<file path="config.mk">
export PLATFORM = sky130hd
export DESIGN_NAME = sgr_to_text_attribute_top
export DESIGN_NICKNAME = d
export VERILOG_FILES = /design/src/rtl/sgr_pkg.sv /design/src/rtl/sgr_to_text_attribute_top.sv /design/src/rtl/sgr_fifo.sv /design/src/rtl/sgr_front.sv /design/src/rtl/sgr_back.sv
export SDC_FILE = /design/constraint.sdc
export NUM_CORES = 1
export LEC_CHECK = 0
export BUFFER_PORTS_ARGS = -buffer_cell sky130_fd_sc_hd__buf_2
export CAP_MARGIN = 25
export CORE_AREA = 3 3 88 111
export CTS_CLUSTER_DIAMETER = 200
export CTS_CLUSTER_SIZE = 16
export DETAILED_ROUTE_END_ITERATION = 10
export DIE_AREA = 0 0 91 114
export PLACE_DENSITY = 0.76
export SETUP_SLACK_MARGIN = 0.3
export SLEW_MARGIN = 20
export SYNTH_ARGS = -nofsm -noshare
export SYNTH_HDL_FRONTEND = slang
export SYNTH_SLANG_ARGS = --single-unit
</file>
<file path="constraint.sdc">
create_clock -name clk -period 2.53 [get_ports clk]
set_input_delay 0.253 -clock clk [delete_from_list [all_inputs] [get_ports clk]]
set_output_delay 0.253 -clock clk [all_outputs]
set_load 0.005 [all_outputs]
</file>
<file path="src/rtl/sgr_pkg.sv">
`timescale 1ns / 1ps

package sgr_pkg;

	typedef enum logic [3:0] {
		OP_NOP        = 4'd0,
		OP_RESET      = 4'd1,
		OP_FG_BRT_SET = 4'd2,
		OP_FG_BRT_CLR = 4'd3,
		OP_BG_BRT_SET = 4'd4,
		OP_BG_BRT_CLR = 4'd5,
		OP_FG_COLOUR  = 4'd6,
		OP_FG_DEFAULT = 4'd7,
		OP_BG_COLOUR  = 4'd8,
		OP_BG_DEFAULT = 4'd9,
		OP_EXTENDED   = 4'd10
	} sgr_op_t;

	typedef enum logic [1:0] {
		SEL_OTHER = 2'd0,
		SEL_RGB   = 2'd1,
		SEL_INDEX = 2'd2
	} sgr_sel_t;

	typedef struct packed {
		sgr_op_t     op;
		logic [2:0]  colour;
		sgr_sel_t    sel;
		logic        last;
		logic        seq_empty;
	} sgr_dec_t;

	localparam int unsigned DEC_W = $bits(sgr_dec_t);

	localparam logic [2:0] SKIP_NONE     = 3'd0;
	localparam logic [2:0] SKIP_SELECTOR = 3'd1;
	localparam logic [2:0] SKIP_THREE    = 3'd4;
	localparam logic [2:0] SKIP_ONE      = 3'd2;

	localparam logic [7:0] MASK_FG_KEEP  = 8'hf8;
	localparam logic [7:0] MASK_BG_KEEP  = 8'h8f;
	localparam logic [7:0] BIT_FG_BRIGHT = 8'h08;
	localparam logic [7:0] BIT_BG_BRIGHT = 8'h80;
	localparam logic [7:0] MASK_BG_FIELD = 8'h70;
	localparam logic [7:0] MASK_FG_FIELD = 8'h07;

	function automatic logic [2:0] colour_map(input logic [2:0] idx);
		logic [2:0] r;
		unique case (idx)
			3'd0: r = 3'd0;
			3'd1: r = 3'd4;
			3'd2: r = 3'd2;
			3'd3: r = 3'd6;
			3'd4: r = 3'd1;
			3'd5: r = 3'd5;
			3'd6: r = 3'd3;
			3'd7: r = 3'd7;
			default: r = 3'd0;
		endcase
		return r;
	endfunction

endpackage

</file>
<file path="src/rtl/sgr_to_text_attribute_top.sv">
`timescale 1ns / 1ps
// Path: a word accepted at the input is held in the decode register, then the decode queue;
//   the back end applies it and, for the last word of a sequence, pushes the attribute
//   into the result queue; the path stalls only while the result queue is full.
// Throughput: one word per cycle while the result queue is not full; the back end's
//   attribute update is a read-modify-write of the attribute and skip registers.
// Reset: arst_n clears both queues, sets the attribute and default attribute to 0x07.
module sgr_to_text_attribute_top #(
	parameter int unsigned DEC_DEPTH = 4,
	parameter int unsigned RES_DEPTH = 2
) (
	input  logic        clk,
	input  logic        arst_n,
	input  logic        push,
	output logic        full,
	input  logic [15:0] param_value,
	input  logic        last_param,
	input  logic        empty_sequence,
	output logic        empty,
	input  logic        pop,
	output logic [7:0]  attribute,
	input  logic        cfg_valid,
	output logic        cfg_ready,
	input  logic [7:0]  cfg_data
);
	import sgr_pkg::*;

	logic [7:0]       default_attr_q;
	logic             dec_push;
	logic             dec_full;
	logic             dec_empty;
	logic             dec_pop;
	sgr_dec_t         dec_in;
	sgr_dec_t         dec_out;
	logic [DEC_W-1:0] dec_rdata;
	logic             res_push;
	logic             res_full;
	logic [7:0]       res_attr;

	assign cfg_ready = 1'b1;

	always_ff @(posedge clk or negedge arst_n) begin
		if (!arst_n) begin
			default_attr_q <= 8'h07;
		end else if (cfg_valid) begin
			default_attr_q <= cfg_data;
		end
	end

	sgr_front u_front (
		.clk            (clk),
		.arst_n         (arst_n),
		.push           (push),
		.full           (full),
		.param_value    (param_value),
		.last_param     (last_param),
		.empty_sequence (empty_sequence),
		.dec_push       (dec_push),
		.dec_word       (dec_in),
		.dec_full       (dec_full)
	);

	sgr_fifo #(
		.WIDTH (DEC_W),
		.DEPTH (DEC_DEPTH)
	) u_dec_fifo (
		.clk    (clk),
		.arst_n (arst_n),
		.push   (dec_push),
		.wdata  (dec_in),
		.full   (dec_full),
		.pop    (dec_pop),
		.rdata  (dec_rdata),
		.empty  (dec_empty)
	);

	assign dec_out = sgr_dec_t'(dec_rdata);

	sgr_back u_back (
		.clk          (clk),
		.arst_n       (arst_n),
		.default_attr (default_attr_q),
		.dec_word     (dec_out),
		.dec_empty    (dec_empty),
		.dec_pop      (dec_pop),
		.res_push     (res_push),
		.res_attr     (res_attr),
		.res_full     (res_full)
	);

	sgr_fifo #(
		.WIDTH (8),
		.DEPTH (RES_DEPTH)
	) u_res_fifo (
		.clk    (clk),
		.arst_n (arst_n),
		.push   (res_push),
		.wdata  (res_attr),
		.full   (res_full),
		.pop    (pop),
		.rdata  (attribute),
		.empty  (empty)
	);

endmodule

</file>
<file path="src/rtl/sgr_fifo.sv">
`timescale 1ns / 1ps

module sgr_fifo #(
	parameter int unsigned WIDTH = 8,
	parameter int unsigned DEPTH = 2
) (
	input  logic             clk,
	input  logic             arst_n,
	input  logic             push,
	input  logic [WIDTH-1:0] wdata,
	output logic             full,
	input  logic             pop,
	output logic [WIDTH-1:0] rdata,
	output logic             empty
);
	localparam int unsigned PW = (DEPTH > 1) ? $clog2(DEPTH) : 1;
	localparam int unsigned CW = $clog2(DEPTH + 1);
	localparam logic [PW-1:0] LAST_PTR = PW'(DEPTH - 1);
	localparam logic [CW-1:0] FULL_CNT = CW'(DEPTH);

	logic [WIDTH-1:0] mem_q [DEPTH];
	logic [PW-1:0]    wr_ptr_q;
	logic [PW-1:0]    rd_ptr_q;
	logic [CW-1:0]    count_q;
	logic             do_push;
	logic             do_pop;

	assign full    = (count_q == FULL_CNT);
	assign empty   = (count_q == '0);
	assign do_push = push && !full;
	assign do_pop  = pop && !empty;
	assign rdata   = mem_q[rd_ptr_q];

	always_ff @(posedge clk) begin
		if (do_push) begin
			mem_q[wr_ptr_q] <= wdata;
		end
	end

	always_ff @(posedge clk or negedge arst_n) begin
		if (!arst_n) begin
			wr_ptr_q <= '0;
			rd_ptr_q <= '0;
			count_q  <= '0;
		end else begin
			if (do_push) begin
				wr_ptr_q <= (wr_ptr_q == LAST_PTR) ? '0 : wr_ptr_q + 1'b1;
			end
			if (do_pop) begin
				rd_ptr_q <= (rd_ptr_q == LAST_PTR) ? '0 : rd_ptr_q + 1'b1;
			end
			if (do_push && !do_pop) begin
				count_q <= count_q + 1'b1;
			end else if (do_pop && !do_push) begin
				count_q <= count_q - 1'b1;
			end
		end
	end

endmodule

</file>
<file path="src/rtl/sgr_front.sv">
`timescale 1ns / 1ps

module sgr_front (
	input  logic             clk,
	input  logic             arst_n,
	input  logic             push,
	output logic             full,
	input  logic [15:0]      param_value,
	input  logic             last_param,
	input  logic             empty_sequence,
	output logic             dec_push,
	output sgr_pkg::sgr_dec_t dec_word,
	input  logic             dec_full
);
	import sgr_pkg::*;

	logic     valid_s1;
	sgr_dec_t dec_s1;
	sgr_dec_t dec_d;
	logic     in_ready;
	logic     accept;
	logic [2:0] fg_off;
	logic [2:0] bg_off;

	assign in_ready = !valid_s1 || !dec_full;
	assign full     = !in_ready;
	assign accept   = push && in_ready;
	assign dec_push = valid_s1 && !dec_full;
	assign dec_word = dec_s1;

	assign fg_off = param_value[2:0] - 3'd6;
	assign bg_off = param_value[2:0];

	always_comb begin
		dec_d.op        = OP_NOP;
		dec_d.colour    = 3'd0;
		dec_d.last      = last_param;
		dec_d.seq_empty = empty_sequence;
		if (param_value == 16'd2) begin
			dec_d.sel = SEL_RGB;
		end else if (param_value == 16'd5) begin
			dec_d.sel = SEL_INDEX;
		end else begin
			dec_d.sel = SEL_OTHER;
		end
		priority if (param_value == 16'd0) begin
			dec_d.op = OP_RESET;
		end else if (param_value == 16'd1) begin
			dec_d.op = OP_FG_BRT_SET;
		end else if (param_value == 16'd2 || param_value == 16'd22) begin
			dec_d.op = OP_FG_BRT_CLR;
		end else if (param_value == 16'd4) begin
			dec_d.op = OP_BG_BRT_SET;
		end else if (param_value == 16'd24) begin
			dec_d.op = OP_BG_BRT_CLR;
		end else if (param_value >= 16'd30 && param_value <= 16'd37) begin
			dec_d.op     = OP_FG_COLOUR;
			dec_d.colour = colour_map(fg_off);
		end else if (param_value == 16'd39) begin
			dec_d.op = OP_FG_DEFAULT;
		end else if (param_value >= 16'd40 && param_value <= 16'd47) begin
			dec_d.op     = OP_BG_COLOUR;
			dec_d.colour = colour_map(bg_off);
		end else if (param_value == 16'd49) begin
			dec_d.op = OP_BG_DEFAULT;
		end else if (param_value == 16'd38 || param_value == 16'd48) begin
			dec_d.op = OP_EXTENDED;
		end else begin
			dec_d.op = OP_NOP;
		end
	end

	always_ff @(posedge clk) begin
		if (accept) begin
			dec_s1 <= dec_d;
		end
	end

	always_ff @(posedge clk or negedge arst_n) begin
		if (!arst_n) begin
			valid_s1 <= 1'b0;
		end else if (accept) begin
			valid_s1 <= 1'b1;
		end else if (dec_push) begin
			valid_s1 <= 1'b0;
		end
	end

endmodule

</file>
<file path="src/rtl/sgr_back.sv">
`timescale 1ns / 1ps

module sgr_back (
	input  logic              clk,
	input  logic              arst_n,
	input  logic [7:0]        default_attr,
	input  sgr_pkg::sgr_dec_t dec_word,
	input  logic              dec_empty,
	output logic              dec_pop,
	output logic              res_push,
	output logic [7:0]        res_attr,
	input  logic              res_full
);
	import sgr_pkg::*;

	logic [7:0] attr_q;
	logic [2:0] skip_q;
	logic [7:0] attr_d;
	logic [2:0] skip_d;
	logic [2:0] skip_dec;
	logic       take;
	logic       emit;

	assign take     = !dec_empty && !res_full;
	assign dec_pop  = take;
	assign emit     = dec_word.seq_empty || dec_word.last;
	assign res_push = take && emit;
	assign res_attr = attr_d;
	assign skip_dec = skip_q - 3'd1;

	always_comb begin
		attr_d = attr_q;
		skip_d = skip_q;
		if (!dec_word.seq_empty) begin
			priority if (skip_q == SKIP_SELECTOR) begin
				unique case (dec_word.sel)
					SEL_RGB:   skip_d = SKIP_THREE;
					SEL_INDEX: skip_d = SKIP_ONE;
					default:   skip_d = SKIP_NONE;
				endcase
			end else if (skip_q != SKIP_NONE) begin
				skip_d = (skip_dec == SKIP_SELECTOR) ? SKIP_NONE : skip_dec;
			end else begin
				unique case (dec_word.op)
					OP_RESET:      attr_d = default_attr;
					OP_FG_BRT_SET: attr_d = attr_q | BIT_FG_BRIGHT;
					OP_FG_BRT_CLR: attr_d = attr_q & ~BIT_FG_BRIGHT;
					OP_BG_BRT_SET: attr_d = attr_q | BIT_BG_BRIGHT;
					OP_BG_BRT_CLR: attr_d = attr_q & ~BIT_BG_BRIGHT;
					OP_FG_COLOUR:  attr_d = (attr_q & MASK_FG_KEEP) | {5'd0, dec_word.colour};
					OP_FG_DEFAULT: attr_d = (attr_q & MASK_FG_KEEP) | (default_attr & MASK_FG_FIELD);
					OP_BG_COLOUR:  attr_d = (attr_q & MASK_BG_KEEP) | {1'b0, dec_word.colour, 4'd0};
					OP_BG_DEFAULT: attr_d = (attr_q & MASK_BG_KEEP) | (default_attr & MASK_BG_FIELD);
					OP_EXTENDED:   skip_d = SKIP_SELECTOR;
					default:       attr_d = attr_q;
				endcase
			end
		end
		if (emit) begin
			skip_d = SKIP_NONE;
		end
	end

	always_ff @(posedge clk or negedge arst_n) begin
		if (!arst_n) begin
			attr_q <= 8'h07;
			skip_q <= SKIP_NONE;
		end else if (take) begin
			attr_q <= attr_d;
			skip_q <= skip_d;
		end
	end

endmodule
</file>
======== After elaboration in Yosys (flattened, before gate mapping) ========
Memory sizes are Yosys's and may differ from the RTL's.
Cells that the tools add are included.
storage, ports and cells
  memory bits (writable) .................. 60
  memories ................................ 4
  word-level logic and storage cells ...... 145
  output and inout bits ................... 11
  bits of input ports ..................... 31
  register bits ........................... 42
  bits in read-only memories .............. 48
memories
  memory            words  width  read ports  clocked after memory_dff  wr ports  line            text
  u_dec_fifo.mem_q  4      11     1           0                         1         sgr_fifo.sv:21  logic [WIDTH-1:0] mem_q [DEPTH];
  (name not given)  8      3      1           0                         0         sgr_pkg.sv:49   unique case (idx)
  (name not given)  8      3      1           0                         0         sgr_pkg.sv:49
  u_res_fifo.mem_q  2      8      1           0                         1         sgr_fifo.sv:21
cells by class
  add/sub/neg operators ................... 10
  reductions and logical operators ........ 40
  bitwise operators ....................... 4
  muxes and demuxes ....................... 37
  magnitude comparators ................... 4
  equality and inequality tests ........... 29
operators with widths
  kind                   number
  $pmux W8 S9            1
  $eq A16 B6 Y1 const B  4
  $mux W3                13
  $eq A16 B3 Y1 const B  2
  $eq A16 B5 Y1 const B  2
  $le A16 B6 Y1 const B  2
  $mux W8                3
  $eq A16 B1 Y1 const B  1
  $eq A16 B2 Y1 const B  1
  $eq A4 B3 Y1 const B   4
  $ge A16 B5 Y1 const B  1
  $ge A16 B6 Y1 const B  1
  $logic_not A16 Y1      1
  $or A8 B3 Y8           2
  $or A8 B7 Y8           2
  $logic_and A1 B1 Y1    14
  $mux W2                7
  $eq A4 B4 Y1 const B   3
  $mux W4                3
  $logic_not A1 Y1       10
  $eq A2 B2 Y1 const B   4
  $eq A4 B2 Y1 const B   2
  $mux W1                8
  $reduce_or A7 Y1       1
  other kinds (22)       32

======== Logic depth before layout (Yosys ltp) ========
Gate-level depths: netlist of run 1.
  depth in word-level cells ............... 11
  mapped depth ............................ 10
  depth with buffers taken out ............ 9

======== Modules after synthesis ========
Synthesis of run 1 repeated with hierarchy kept, for this count alone.
second synthesis, totals
  cell total of the unflattened synthesis .. 333
  area, all modules ....................... 4865.9 um^2
by module, submodules not included
  module                     seq. area each (um^2)  cells each  times used  area an instance (um^2)
  sgr_fifo at u_dec_fifo     1496.4                 94          1           2042.0
  sgr_back                   279.0                  95          1           909.6
  sgr_front                  355.3                  81          1           785.8
  sgr_fifo at u_res_fifo     580.6                  44          1           782.0
  sgr_to_text_attribute_top  203.9                  19          1           346.6

======== Worst setup path before layout of run 1 ========
No wires, ideal clock.
  path kind ............................... reg-to-reg
  from .................................... register u_dec_fifo.rd_ptr_q[0]
  to ...................................... memory u_res_fifo.mem_q[0][0], enable pin
  path slack .............................. 0.292 ns
  buffers on the path ..................... 2
  period minus slack after synthesis ...... 2.238 ns
  arrival time ............................ 1.855 ns
  required time ........................... 2.147 ns
  setup time .............................. 0.383 ns
  cell stages (with the launch flop) ...... 5
  path through ............................ dfrtp_1 buf_6 buf_6 mux4_1 nor3_1
between the ends
  longest elaborated chain between the ends .. 6
ends and longest elaborated chain
  element                        line            text
  start: declaration             sgr_fifo.sv:23  logic [PW-1:0] rd_ptr_q;
  start signal: assignment       sgr_fifo.sv:50  rd_ptr_q <= (rd_ptr_q == LAST_PTR) ? '0 : rd_ptr_q + 1'b1;
  $mem_v2 Z4 W11                 n/a
  $logic_or A1 B1 Y1             sgr_back.sv:26  assign emit = dec_word.seq_empty || dec_word.last;
  $logic_and A1 B1 Y1            sgr_back.sv:27  assign res_push = take && emit;
  $logic_and A1 B1 Y1            sgr_fifo.sv:30  assign do_push = push && !full;
  $mux W1                        sgr_fifo.sv:35  if (do_push) begin
  $mux W1 (not written as such)  sgr_fifo.sv:36  mem_q[wr_ptr_q] <= wdata;
  end: declaration               sgr_fifo.sv:21
No other way between the ends.

======== Final worst setup path of run 1 ========
  from .................................... register u_dec_fifo.rd_ptr_q[0]
  to ...................................... memory u_res_fifo.mem_q[2][1] (netlist: u_res_fifo.mem_q[1][1]), data pin
between the ends
  longest elaborated chain between the ends .. 6
  elaborated cells on any way between the ends .. 15
  classes of those cells .................. eq/ne (9); mux (4); bitwise (1); memory (1)
ends and longest elaborated chain
  element                               line                             text
  $mem_v2 Z4 W11 (*)                    n/a
  $eq A4 B4 Y1 (tied with other cells)  sgr_back.sv:44                   unique case (dec_word.op)
  $pmux W8 S9                           sgr_back.sv:44
  $mux W8                               sgr_back.sv:41                   end else if (skip_q != SKIP_NONE) begin
  $mux W8                               sgr_back.sv:35                   priority if (skip_q == SKIP_SELECTOR) begin
  $mux W8 (*)                           sgr_back.sv:34                   if (!dec_word.seq_empty) begin
  named net res_attr[1]                 sgr_to_text_attribute_top.sv:38  logic [7:0] res_attr;
Mark *: on every way through the listed nets, which the timed path passes. The rest lies on a longest branch.

==> results of run 1 <==
layout by cell type, fill, tap and decap left out, types with 3 or more instances in the layout:
| cell type | synthesis | routed |
|---|---|---|
| a22oi_1 | 3 | 3 |
| nor3_1 | 5 | 4 |
| a21o_1 | 3 | 3 |
| buf_4 | 2 | 15 |
| xor2_1 | 4 | 4 |
| nand2_1 | 21 | 21 |
| mux2_2 | 21 | 21 |
| edfxtp_1 | 71 | 71 |
| or2_2 | 3 | 3 |
| nor2_1 | 31 | 30 |
| o21ai_0 | 9 | 8 |
| xnor2_1 | 5 | 5 |
| a21oi_1 | 22 | 22 |
| nand3_1 | 9 | 9 |
| o211ai_1 | 3 | 3 |
| buf_2 | 2 | 40 |
| or3_1 | 3 | 3 |
| inv_1 | 12 | 11 |
| clkbuf_8 | 0 | 9 |
| nor2b_1 | 5 | 5 |
| mux2_4 | 3 | 3 |
| and2_1 | 6 | 4 |
| nand4b_1 | 3 | 3 |
| dfrtp_1 | 25 | 24 |
| mux4_2 | 5 | 5 |
| mux4_1 | 5 | 5 |
| dfstp_2 | 6 | 6 |
| a22o_1 | 3 | 3 |
| nand2b_1 | 3 | 3 |
| ha_1 | 12 | 10 |
critical path, cell delays in order (launching register included):
cell,delay [ps]
dfrtp_2,480
mux4_2,610
and2_2,290
o211a_4,270
a22oi_1,200
nand2_1,90
state kept, by name (all words and copies together), names as in the netlist:
name,flops
u_dec_fifo.mem_q,44
u_res_fifo.mem_q,16
u_front.dec_word,11
default_attr_q,8
u_back.attr_q,8
u_back.skip_q,3
u_dec_fifo.count_q,3
u_dec_fifo.rd_ptr_q,2
u_dec_fifo.wr_ptr_q,2
u_res_fifo.count_q,2
u_front.valid_s1,1
u_res_fifo.rd_ptr_q,1
u_res_fifo.wr_ptr_q,1
stage by stage:
stage	cell area [µm²]	std cells	util, %	worst slack [ps]	hold slack, ps
2_1_floorplan	4800	355	-	340	-42.6
3_3_place_gp	5150	510	58.8	197	342
3_5_place_dp	5150	510	58.8	167	343
4_1_cts	5350	529	61.2	321	36.7
5_1_grt	5430	533	62.1	247	28.4
6_report	5430	533	62.1	345	61.2
routing by layer:
| layer | track usage (%) | vias to the layer above | routed length, µm | part of all wire, % |
|---|---|---|---|---|
| li1 | - | 1423 | - | - |
| met1 | 19.4 | 1474 | 3400 | 40 |
| met2 | 29.9 | 96 | 4470 | 53 |
| met3 | 4.82 | 15 | 373 | 4.4 |
| met4 | 8.65 | 0 | 177 | 2.1 |
| met5 | 0 | - | 0 | 0 |
kinds of logic after synthesis:
group                    after synthesis
other                                  1
AO/OA/AOI/OAI                         58
multiplexers                          36
XOR/XNOR                               9
AND/OR/NAND/NOR                      108
flip-flops                           102
buffers and inverters                 28
adder cells (fa/ha/maj)               13
how the worst max path moves through the flow:
stage                      startpoint                endpoint  slack (ps)
2_1_floorplan        u_back.skip_q[0]  u_res_fifo.mem_q[0][4]         340
3_3_place_gp   u_dec_fifo.rd_ptr_q[0]  u_res_fifo.mem_q[0][5]         200
3_5_place_dp         u_back.skip_q[0]  u_res_fifo.mem_q[0][5]         170
4_1_cts              u_back.skip_q[1]  u_res_fifo.mem_q[0][5]         320
5_1_grt        u_dec_fifo.rd_ptr_q[0]        u_back.attr_q[1]         250
6_report       u_dec_fifo.rd_ptr_q[0]  u_res_fifo.mem_q[1][1]         350
final cells by class:
| type | instances | area [µm²] |
|---|---|---|
| tap | 120 | 150 |
| timing repair buffer | 58 | 345 |
| inverter | 13 | 48.8 |
| multi-input combinational | 225 | 1810 |
| clock inverter | 5 | 35.0 |
| fill | 703 | 3320 |
| sequential | 102 | 2920 |
| clock buffer | 10 | 128 |
power breakdown:
part	internal (µW)	switching (µW)	leakage, µW
registers	2460	296	0.00104
clock network	354	525	0.0000825
logic	1280	1360	0.00102
total	4090	2180	0.00214
repair_timing:
| action | CTS | global route |
|---|---|---|
| resized for setup | 6 | 14 |
| hold endpoints to repair | 25 | 0 |
| hold buffers | 1 | 0 |
| setup buffers | 3 | 4 |
| pin swaps | 2 | 1 |
| endpoints found under the setup margin | 29 | 19 |
==> impl_metrics.csv, run 1 <==
group,metric,value,unit
clock_tree,clk-insertion-delay-late,360,ps
logic_synthesis,netlist_instances,355,
grt,grt_pass1_wl,13900,µm
floorplan,dieWidth,91,µm
floorplan,core.rowCount,38,
layout,drive_gt1_share,30.8,%
floorplan,core,8750,µm²
route,drt-wirelength-per-cell,15.8,µm
logic_synthesis,seq_area_frac_synth,60.8,%
logic_synthesis,synth_nets,399,
timing,slew_headroom,53.3,%
clock_tree,cts.path.max_buffers,2,
critical_path,required,2650,ps
timing,clock_skew,6.54,ps
timing,totalNegativeSetupSlack,0,ps
min_path,whs_endpoint,"u_front.dec_word[0]",
placed_design,gp_congestion,0.885,
grt,antenna_found_initial,0,
power,leakage,0.00214,µW
logic_synthesis,yosys.area_share.simple,12.2,%
route,drt_iter0_markers,136,
critical_path,reg2reg_to,"u_res_fifo.mem_q[1][1]",
floorplan,ios,42,
route,drt.antenna.violating_nets,0,
route,wirelength,8420,µm
route,vias_per_cell,5.64,
logic_synthesis,yosysTopAreaCell,"edfxtp_1",
layout,final_nets,453,
logic_synthesis,avgSynthCellArea,13.5,µm²
logic_synthesis,synthesis.area,4800,µm²
route,vias,3008,
min_path,min_path_cells,1,
timing,min_period,2180,ps
logic_synthesis,postSynth.asyncResetShare,30.4,%
clock_tree,tritoncts,"done",
power,power.density,1160,nW/µm²
job,maxCapViolCount,0,
logic_synthesis,synth_top_area_share,44.4,%
timing,max_freq,458,MHz
logic_synthesis,synth.distinct_cells,58,
critical_path,cp.arrival,2300,ps
layout,diodes,0,
floorplan,die_h,114,µm
timing,rsz0062_at_grt,"yes",
timing,worst_pin_slew,701,ps
critical_path,worstSetupPathType,"reg -> reg",
route,dr.pass1.iters,4,
floorplan,die_area,10400,µm²
layout,area_growth,13.2,%
critical_path,rrSetupSlack,350,ps
logic_synthesis,synthXorXnorAreaFrac,1.64,%
logic_synthesis,synth_ff_type,"edfxtp_1",
grt,grt_max_degree,32,
clock_tree,cts_made_buffers,9,
timing,hold_violations,0,
clock_tree,clk_pin_slew,90,ps
critical_path,r2r_start,"u_dec_fifo.rd_ptr_q[0]",
logic_synthesis,muxShareOfSynthArea,11.4,%
grt,grt_usage,17.2,%
logic_synthesis,synth_commonest_cells,"edfxtp_1, nor2_1, dfrtp_1",
power,ir_worst_vdd,0.000377,V
critical_path,worstPathMaxFanout,7,
min_path,hold_class,"in -> reg",
timing,setup_viol,0,
logic_synthesis,synth-seq-cells,102,
placed_design,post-dp-hpwl,6040,µm
logic_synthesis,ys_warn_count,0,
logic_synthesis,synth-compound-area-share,7.74,%
critical_path,worstSetupStartpointType,"flop",
clock_tree,root_buffer,"clkbuf_8",
logic_synthesis,synth_top_family_by_area,"simple AND/OR/NAND/NOR gates",
logic_synthesis,yosys.cell_count.top_type,"edfxtp_1",
logic_synthesis,synth_edf_count,71,
floorplan,start_util,54.8,%
logic_synthesis,yosys.area_share.adder,3.55,%
timing,finalMaxSlewViolations,0,
grt,grt_pass1_vias,3001,
clock_tree,cts.sinks,102,
power,power,6270,µW
logic_synthesis,synth.area.top_cells,"edfxtp_1, dfrtp_1, mux2_2, dfstp_2, ha_1",
status,status,"complete, no violations",
critical_path,end_kind,"flop",
grt,gr-total-overflow,0,
placed_design,io_buffers,40,
timing,fin_crit_sh,86.3,%
critical_path,worstRegToRegCells,5,
min_path,hold_start,"empty_sequence",
clock_tree,htreeDepth,3,
route,remaining_drc_errors,0,
Power figures use the tool's default switching activity.
==> run 2: changes to the inputs <==
CELL_PAD_IN_SITES_DETAIL_PLACEMENT = 1   (was unset)
CELL_PAD_IN_SITES_GLOBAL_PLACEMENT = 1   (was unset)
CORE_AREA = 3 3 93 117   (was 3 3 88 111)
DIE_AREA = 0 0 96 120   (was 0 0 91 114)
PLACE_DENSITY = 0.81   (was 0.76)
==> run 2 against run 1 <==
  * Maximum frequency down 2.6%
  * Non-clock buffer count up 4
  * Via count up 2.7%
  * Routed wire length up 27%
  * Flip-flop and latch count unchanged
  * Clock skew up 1.5 ps
  * First-iteration DRC count down 17%
  * Critical path type unchanged
  * Sequential power about the same
  * Largest cell class unchanged
==> impl_metrics.csv, run 2 (same netlist as run 1, synthesis figures left out) <==
group,metric,value,unit
status,status,"complete, no violations",
power,power,6850,µW
grt,grt_max_degree,32,
timing,totalNegativeSetupSlack,0,ps
clock_tree,root_buffer,"clkbuf_16",
grt,gr-total-overflow,0,
clock_tree,htreeDepth,3,
critical_path,reg2reg_to,"u_res_fifo.mem_q[1][6]",
min_path,hold_class,"in -> reg",
timing,clock_skew,8.04,ps
layout,final_nets,457,
placed_design,gp_congestion,0.821,
placed_design,place_area,5170,µm²
critical_path,cp-startpoint,"u_dec_fifo.rd_ptr_q[0]",
critical_path,crit_end,"u_res_fifo.mem_q[1][6]",
route,remaining_drc_errors,0,
layout,fillers,1033,
clock_tree,clk_pin_slew,60,ps
power,p_sw_share,35.3,%
floorplan,die_area,11500,µm²
layout,area_growth,15.7,%
grt,grt_pass1_vias,3298,
clock_tree,cts_made_buffers,9,
critical_path,r2r_start,"u_dec_fifo.rd_ptr_q[0]",
route,wirelength,10700,µm
job,maxCapViolCount,0,
timing,min_period,2240,ps
critical_path,rrSetupSlack,290,ps
critical_path,worstSetupStartpointType,"flop",
placed_design,post-dp-hpwl,7580,µm
timing,fin_crit_sh,88.7,%
placed_design,io_buffers,40,
critical_path,worstSetupPathType,"reg -> reg",
layout,regMostFlops,"u_dec_fifo.mem_q",
layout,stdcell_area,5550,µm²
layout,drive_gt1_share,31.3,%
route,drt.antenna.violating_nets,0,
power,power.density,1230,nW/µm²
critical_path,cp.arrival,2340,ps
grt,grt_pass1_wl,16800,µm
power,p_seq_share,40.5,%
layout,multi_input_area,1790,µm²
power,power_frac_clock,18.1,%
clock_tree,cts.path.max_buffers,2,
route,dr.pass1.iters,4,
power,ir_worst_vdd,0.000450,V
floorplan,core,10000,µm²
power,comb_power_share,41.3,%
power,leakage,0.00219,µW
clock_tree,cts.sinks,102,
route,vias_per_cell,5.65,
timing,setup_viol,0,
timing,worst_pin_slew,749,ps
grt,grt_usage,19.7,%
floorplan,die_h,120,µm
power,intPower,4430,µW
critical_path,worstRegToRegCells,5,
floorplan,ios,42,
layout,largest_register_ffs,44,
floorplan,start_util,48.0,%
layout,seq_area,2920,µm²
timing,hold_violations,0,
critical_path,required,2620,ps
critical_path,end_kind,"flop",
grt,antenna_found_initial,0,
floorplan,core.rowCount,41,
timing,rsz0062_at_grt,"yes",
route,vias,3089,
timing,finalMaxSlewViolations,0,
critical_path,worstPathMaxFanout,7,
route,drt_iter0_markers,113,
floorplan,dieWidth,96,µm
power,netSwitchingPower,2420,µW
clock_tree,tritoncts,"done",
layout,diodes,0,
timing,max_freq,446,MHz
layout,final_common_cell,"edfxtp_1",
clock_tree,clk-insertion-delay-late,350,ps
layout,final_cell_mix,"edfxtp_1, buf_2, nor2_1",
layout,final_util,55.5,%
timing,slew_headroom,50.1,%
route,drt-wirelength-per-cell,19.5,µm
-- run 2: changes by cell type in the layout (fill, tap and decap cells not counted), sizes merged --
cell	previous run	this run
buf	57	61
clkbuf	10	9
clkinv	4	7
inv	13	12
-- run 2: stage by stage --
step                      hold WS (ps)  setup slack [ps]  instances
after floorplan                  -42.6               340        355
after global routing              73.8               184        547
after global placement             362               172        521
final                             82.6               286        547
after detailed placement           357               138        521
after CTS                         72.0               301        543
-- run 2: worst min path at each step --
stage                   start                endpoint  cells after the start
2_1_floorplan          arst_n       default_attr_q[3]                      0
3_3_place_gp           arst_n  u_dec_fifo.wr_ptr_q[0]                      1
3_5_place_dp           arst_n        u_front.valid_s1                      1
4_1_cts            last_param     u_front.dec_word[1]                      1
5_1_grt            last_param     u_front.dec_word[1]                      1
6_report       empty_sequence     u_front.dec_word[0]                      1
-- run 2: routing by layer --
layer,vias up,global-route usage (%),part of all wire [%]
li1,1436,-,-
met1,1567,21.8,38
met2,71,36.0,56
met3,15,2.38,2.7
met4,0,9.88,2.5
met5,-,0,0
-- run 2: power by group through the flow --
stage                     combinational, µW  sequential, µW  clock [µW]
final                                  2830            2780        1240
after global routing                   3100            2850        1350
after CTS                              2680            2790        1270
after detailed placement               2560            2820           0
after global placement                 2400            2770           0
after floorplan                        1880            2650           0
-- run 2: area by class of cell --
| class | instances | share of cell area, % |
|---|---|---|
| clock buffer | 9 | 4.06 |
| clock inverter | 7 | 0.744 |
| inverter | 13 | 0.879 |
| multi-input combinational | 225 | 32.2 |
| sequential | 102 | 52.6 |
| tap | 129 | 2.91 |
| timing repair buffer | 62 | 6.63 |
-- run 2: worst max-delay path: stages (launching register included) --
cell and delay (ps):
dfrtp_2 430, mux4_2 620, nor2_2 200, nor4b_4 220, buf_4 180, mux2_2 350
-- run 2: repair_timing --
item | in CTS | in global routing
endpoints found under the setup margin | 30 | 28
hold endpoints to repair | 25 | 0
setup buffers | 5 | 4
pin swaps | 2 | 1
resized for setup | 5 | 11
hold buffers | 1 | 0
